===== src/sv/scd_pkg.sv =====
package scd_pkg;

   localparam int DELAY_DEPTH_DEFAULT = 256;
   localparam int FRAC_BITS           = 30;
   localparam int CSR_INDEX_W         = 3;
   localparam int CSR_DATA_W          = 32;

   localparam logic [14:0] DRY_GAIN_RESET   = 15'd19661;
   localparam logic [14:0] WET_GAIN_RESET   = 15'd9830;
   localparam logic [30:0] RATE_HIGH_RESET  = 31'd1084479242;
   localparam logic [30:0] RATE_LOW_RESET   = 31'd1063004406;
   localparam logic [14:0] SWEEP_ONE_RESET  = 15'd3221;
   localparam logic [14:0] SWEEP_TWO_RESET  = 15'd2147;
   localparam logic [31:0] RATE_RESET       = 32'd1073741824;
   localparam logic signed [15:0] STEP_ONE_RESET = 16'sd1074;
   localparam logic signed [15:0] STEP_TWO_RESET = 16'sd215;

   typedef enum logic [CSR_INDEX_W-1:0] {
      CSR_DRY_GAIN       = 3'd0,
      CSR_WET_GAIN       = 3'd1,
      CSR_RATE_HIGH      = 3'd2,
      CSR_RATE_LOW       = 3'd3,
      CSR_SWEEP_STEP_ONE = 3'd4,
      CSR_SWEEP_STEP_TWO = 3'd5
   } csr_index_type;

   typedef struct packed {
      logic signed [15:0] left_sample;
      logic signed [15:0] right_sample;
   } req_word_type;

   typedef struct packed {
      logic signed [15:0] left_result;
      logic signed [15:0] right_result;
   } rsp_word_type;

   // which delay-line address is read this cycle
   typedef enum logic [1:0] {
      RD_TAP_ONE_CUR  = 2'd0,
      RD_TAP_ONE_NEXT = 2'd1,
      RD_TAP_TWO_CUR  = 2'd2,
      RD_TAP_TWO_NEXT = 2'd3
   } rd_sel_type;

   typedef enum logic [2:0] {
      MUL_DIFF_ONE = 3'd0,
      MUL_DIFF_TWO = 3'd1,
      MUL_WET      = 3'd2,
      MUL_LEFT     = 3'd3,
      MUL_RIGHT    = 3'd4
   } mul_sel_type;

   typedef struct packed {
      logic        mem_write;
      rd_sel_type  rd_sel;
      logic        load_a;
      logic        load_b;
      logic        mul_en;
      mul_sel_type mul_sel;
      logic        tap_first;
      logic        tap_add;
      logic        rate_one;
      logic        pos_one;
      logic        rate_two;
      logic        pos_two;
      logic        keep_wet;
      logic        keep_left;
      logic        out_load;
   } cmd_type;

   typedef struct packed {
      logic out_free;
   } status_type;

endpackage


===== src/sv/scd_ctrl.sv =====
module scd_ctrl (
   input  logic                 clock,
   input  logic                 reset,
   input  logic                 req_valid,
   output logic                 req_ready,
   input  scd_pkg::status_type  status,
   output scd_pkg::cmd_type     cmd
);

   typedef enum logic [11:0] {
      S_IDLE      = 12'b000000000001,
      S_RD_I1     = 12'b000000000010,
      S_RD_N1     = 12'b000000000100,
      S_RD_I2     = 12'b000000001000,
      S_RD_N2     = 12'b000000010000,
      S_TAP1      = 12'b000000100000,
      S_MUL2      = 12'b000001000000,
      S_TAP2      = 12'b000010000000,
      S_MUL_WET   = 12'b000100000000,
      S_MUL_LEFT  = 12'b001000000000,
      S_MUL_RIGHT = 12'b010000000000,
      S_DONE      = 12'b100000000000
   } state_type;

   state_type state_ff, state_in;

   always_ff @(posedge clock) begin
      if (reset) begin
         state_ff <= S_IDLE;
      end else begin
         state_ff <= state_in;
      end
   end

   assign req_ready = (state_ff == S_IDLE);

   always_comb begin
      state_in    = state_ff;
      cmd         = '0;
      cmd.rd_sel  = scd_pkg::RD_TAP_ONE_CUR;
      cmd.mul_sel = scd_pkg::MUL_DIFF_ONE;
      unique case (state_ff)
         S_IDLE: begin
            if (req_valid) begin
               cmd.mem_write = 1'b1;
               state_in      = S_RD_I1;
            end
         end
         S_RD_I1: begin
            cmd.rd_sel = scd_pkg::RD_TAP_ONE_CUR;
            state_in   = S_RD_N1;
         end
         S_RD_N1: begin
            cmd.rd_sel = scd_pkg::RD_TAP_ONE_NEXT;
            cmd.load_a = 1'b1;
            state_in   = S_RD_I2;
         end
         S_RD_I2: begin
            cmd.rd_sel = scd_pkg::RD_TAP_TWO_CUR;
            cmd.load_b = 1'b1;
            state_in   = S_RD_N2;
         end
         S_RD_N2: begin
            // tap one interpolation starts, tap two current entry lands in a
            cmd.rd_sel   = scd_pkg::RD_TAP_TWO_NEXT;
            cmd.mul_en   = 1'b1;
            cmd.mul_sel  = scd_pkg::MUL_DIFF_ONE;
            cmd.load_a   = 1'b1;
            cmd.rate_one = 1'b1;
            state_in     = S_TAP1;
         end
         S_TAP1: begin
            cmd.load_b    = 1'b1;
            cmd.tap_first = 1'b1;
            cmd.pos_one   = 1'b1;
            state_in      = S_MUL2;
         end
         S_MUL2: begin
            cmd.mul_en   = 1'b1;
            cmd.mul_sel  = scd_pkg::MUL_DIFF_TWO;
            cmd.rate_two = 1'b1;
            state_in     = S_TAP2;
         end
         S_TAP2: begin
            cmd.tap_add = 1'b1;
            cmd.pos_two = 1'b1;
            state_in    = S_MUL_WET;
         end
         S_MUL_WET: begin
            cmd.mul_en  = 1'b1;
            cmd.mul_sel = scd_pkg::MUL_WET;
            state_in    = S_MUL_LEFT;
         end
         S_MUL_LEFT: begin
            cmd.keep_wet = 1'b1;
            cmd.mul_en   = 1'b1;
            cmd.mul_sel  = scd_pkg::MUL_LEFT;
            state_in     = S_MUL_RIGHT;
         end
         S_MUL_RIGHT: begin
            cmd.keep_left = 1'b1;
            cmd.mul_en    = 1'b1;
            cmd.mul_sel   = scd_pkg::MUL_RIGHT;
            state_in      = S_DONE;
         end
         S_DONE: begin
            if (status.out_free) begin
               cmd.out_load = 1'b1;
               state_in     = S_IDLE;
            end
         end
         default: begin
            state_in = S_IDLE;
         end
      endcase
   end

endmodule


===== config.mk =====
export PLATFORM = sky130hd
export DESIGN_NAME = scd_ctrl
export DESIGN_NICKNAME = d
export VERILOG_FILES = /design/src/sv/scd_pkg.sv /design/src/sv/scd_ctrl.sv
export SDC_FILE = /design/constraint.sdc
export NUM_CORES = 1
export LEC_CHECK = 0
export ABC_CLOCK_PERIOD_IN_PS = 5700
export BUFFER_PORTS_ARGS = -buffer_cell sky130_fd_sc_hd__buf_2
export CAP_MARGIN = 25
export CORE_MARGIN = 2
export CORE_UTILIZATION = 38
export CTS_CLUSTER_DIAMETER = 60
export CTS_CLUSTER_SIZE = 30
export DETAILED_ROUTE_END_ITERATION = 10
export GPL_TIMING_DRIVEN = 0
export PLACE_DENSITY = 0.59
export SKIP_CTS_REPAIR_TIMING = 1
export SYNTH_ARGS = -nofsm -noshare
export SYNTH_HDL_FRONTEND = slang
export SYNTH_SLANG_ARGS = --single-unit

===== constraint.sdc =====
create_clock -name clock -period 5.7 [get_ports clock]
set_input_delay 1.71 -clock clock [delete_from_list [all_inputs] [get_ports clock]]
set_output_delay 1.71 -clock clock [all_outputs]
set_load 0.05 [all_outputs]

==> results_dict.tcl <==
set metrics [dict create \
    core_area_um2 1900 \
    crit_path_end_kind "primary output" \
    cts_tree "built" \
    worstPathRequired_ns 3.99 \
    clk-insertion-delay-late_ns 0.28 \
    syn_inst 96 \
    synth_most_common_cell "dfxtp_1" \
    largest_reg_flops 12 \
    p_comb_frac 0.197 \
    slew_headroom 0.648 \
    fin_crit_sh 0.708 \
    synth-async-reset-ratio 0 \
    synth_top_area_cell "dfxtp_1" \
    drive_gt1_frac 0.281 \
    nFillCells 193 \
    synth.distinct_cells 34 \
    skew_ns 0.00305 \
    max_cap_viol_count 0 \
    worstPathArrival_ns 2.33 \
    top_register "state_ff" \
    seqPwrFrac 0.502 \
    worst_pin_slew_ns 0.525 \
    path_class "reg2out" \
    place_hpwl_um 1300 \
    drt-initial-drc-count 15 \
    drc 0 \
    crit_chain "buf_6, or4_4, or4_4, or2_1, nand2_1, buf_2" \
    die_height_um 48.4 \
    path_common_cell "or4_4" \
    drtAntennaViolNets 0 \
    fmax_ghz 0.248 \
    io_buffers 22 \
    clock_sinks 12 \
    p_int_w 0.000122 \
    syn_area_per_cell_um2 7.81 \
    clockBufferDepth 2 \
    grt_pass1_vias 686 \
    final_nets 127 \
    synthFlopType "dfxtp_1" \
    start_kind "flip-flop" \
    wl_per_cell_um 11.4 \
    drv_slew 0 \
    clk_pin_slew_ns 0.07 \
    syn2layout_area_growth_pct 22.2 \
    antenna_cells 0 \
    cts_buffers 3 \
    synth_warnings 0 \
    ir_worst_vdd_mv 0.122 \
    antenna_found_initial 0 \
    synth_edf_count 0 \
    overflow 0 \
    grt_max_degree 10 \
    hp-class "reg2reg" \
    power_switching_w 0.0000509 \
    finalSetupTns_ns 0 \
    drt_first_pass_iters 4 \
    status "completed" \
    min_period_ns 4.04 \
    synth.cells.most_frequent "dfxtp_1, nor2_1, nand2_1" \
    die_area_um2 2340 \
    grt_setup_unrepaired "no" \
    cp_max_fo 9 \
    routed_wl_um 1690 \
    power_density_nw_per_um2 189 \
    register_area_um2 240 \
    grt_first_pass_wirelength_um 3030 \
    finalHoldViolations 0 \
    synth_area_um2 749 \
    total_leakage_power_nw 0.470 \
    switching_share 0.295 \
    synth_top_area_frac 0.321 \
    grt_usage 0.166 \
    p_clk_frac 0.301 \
    row_count 16 \
    clockRootBuffer "clkbuf_4" \
    die_w_um 48.4 \
    gp_congestion 0.841 \
    reg_top3 "state_ff x12" \
    initial_utilization 0.394 \
    yosysSeqAreaShare 0.321 \
    power.total_w 0.000173 \
    synth_nets 100 \
    slowest_delay_ns 0.57 \
    synthTopCellsByArea "dfxtp_1, nor2_1, nor4_1, and3b_1, nand2_1" \
    num_io_pins 23 \
    routed_via_density 5.28 \
    synth_seq_cells 12 \
    critPathSlowestCell "or4_4" \
    cts_max_level 1 \
    setup_violations 0 \
    vias 782 \
    multiInputGateArea_um2 439 \
]
[power by group through the flow]
stage               clock network [W]  registers [W]  logic [W]
floorplan                           0      0.0000883  0.0000268
global placement                    0      0.0000887  0.0000333
detailed placement                  0      0.0000887  0.0000340
CTS                         0.0000544      0.0000867  0.0000342
global route                0.0000602      0.0000870  0.0000376
finish                      0.0000520      0.0000868  0.0000340
[placed cells by master (no fill, tap or decap), drive strengths merged, types with 2 or more instances in the layout]
| cell type | instances |
|---|---|
| nand3 | 2 |
| nor3 | 6 |
| nor4b | 2 |
| xnor2 | 3 |
| inv | 5 |
| nor4 | 6 |
| a21oi | 3 |
| nand2 | 7 |
| clkbuf | 7 |
| and3 | 3 |
| and3b | 4 |
| nand2b | 2 |
| nor2 | 11 |
| or4 | 3 |
| buf | 27 |
| nand4b | 3 |
| o21ai | 3 |
| dfxtp | 12 |
| nand3b | 2 |
[final cells by class]
type | count | area share
plain buffers | 9 | 0.0560
multi-input cells | 70 | 0.480
repair buffers | 22 | 0.120
well taps | 27 | 0.0369
inverters | 5 | 0.0205
clock buffers | 3 | 0.0246
flip-flops and latches | 12 | 0.262
[layer usage]
layer | track usage | routed length (um) | vias to the layer above
met5 | 0 | 0 | -
met1 | 0.211 | 746 | 359
met3 | 0.0370 | 97 | 7
met4 | 0.114 | 60 | 0
li1 | - | - | 393
met2 | 0.250 | 782 | 23
[worst max-delay path: cells and delay by family (launching register included)]
family                 cells  cell delay (ns)
and+or+nand+nor            4             1.34
buffers and inverters      2             0.39
DFF                        1             0.31
[stage by stage]
step	instances	hold WS [ns]	util	cell area [um^2]	setup WS, ns
after floorplan	96	0.524	-	749	1.60
after global placement	145	0.563	0.470	893	1.80
after detailed placement	145	0.565	0.470	893	1.78
after CTS	148	0.577	0.482	916	1.65
after global routing	148	0.614	0.482	916	1.50
final	148	0.575	0.482	916	1.66
[worst paths after layout]
path	startpoint	to	slack (ns)	cells past startpoint
min	state_ff[8]	state_ff[9]	0.58	2
max	state_ff[4]	cmd[9]	1.66	6
min reg2reg	state_ff[8]	state_ff[9]	0.58	2
max reg2reg	state_ff[8]	state_ff[9]	3.70	6
[cell families after synthesis]
logic type             after synthesis  share of synthesized area
buffers and inverters               14                     0.0935
XOR/XNOR                             3                     0.0351
flip-flops                          12                      0.321
AND/OR/NAND/NOR                     56                      0.456
AO/OA/AOI/OAI                       11                     0.0952
(Power assumes the default switching activity.)
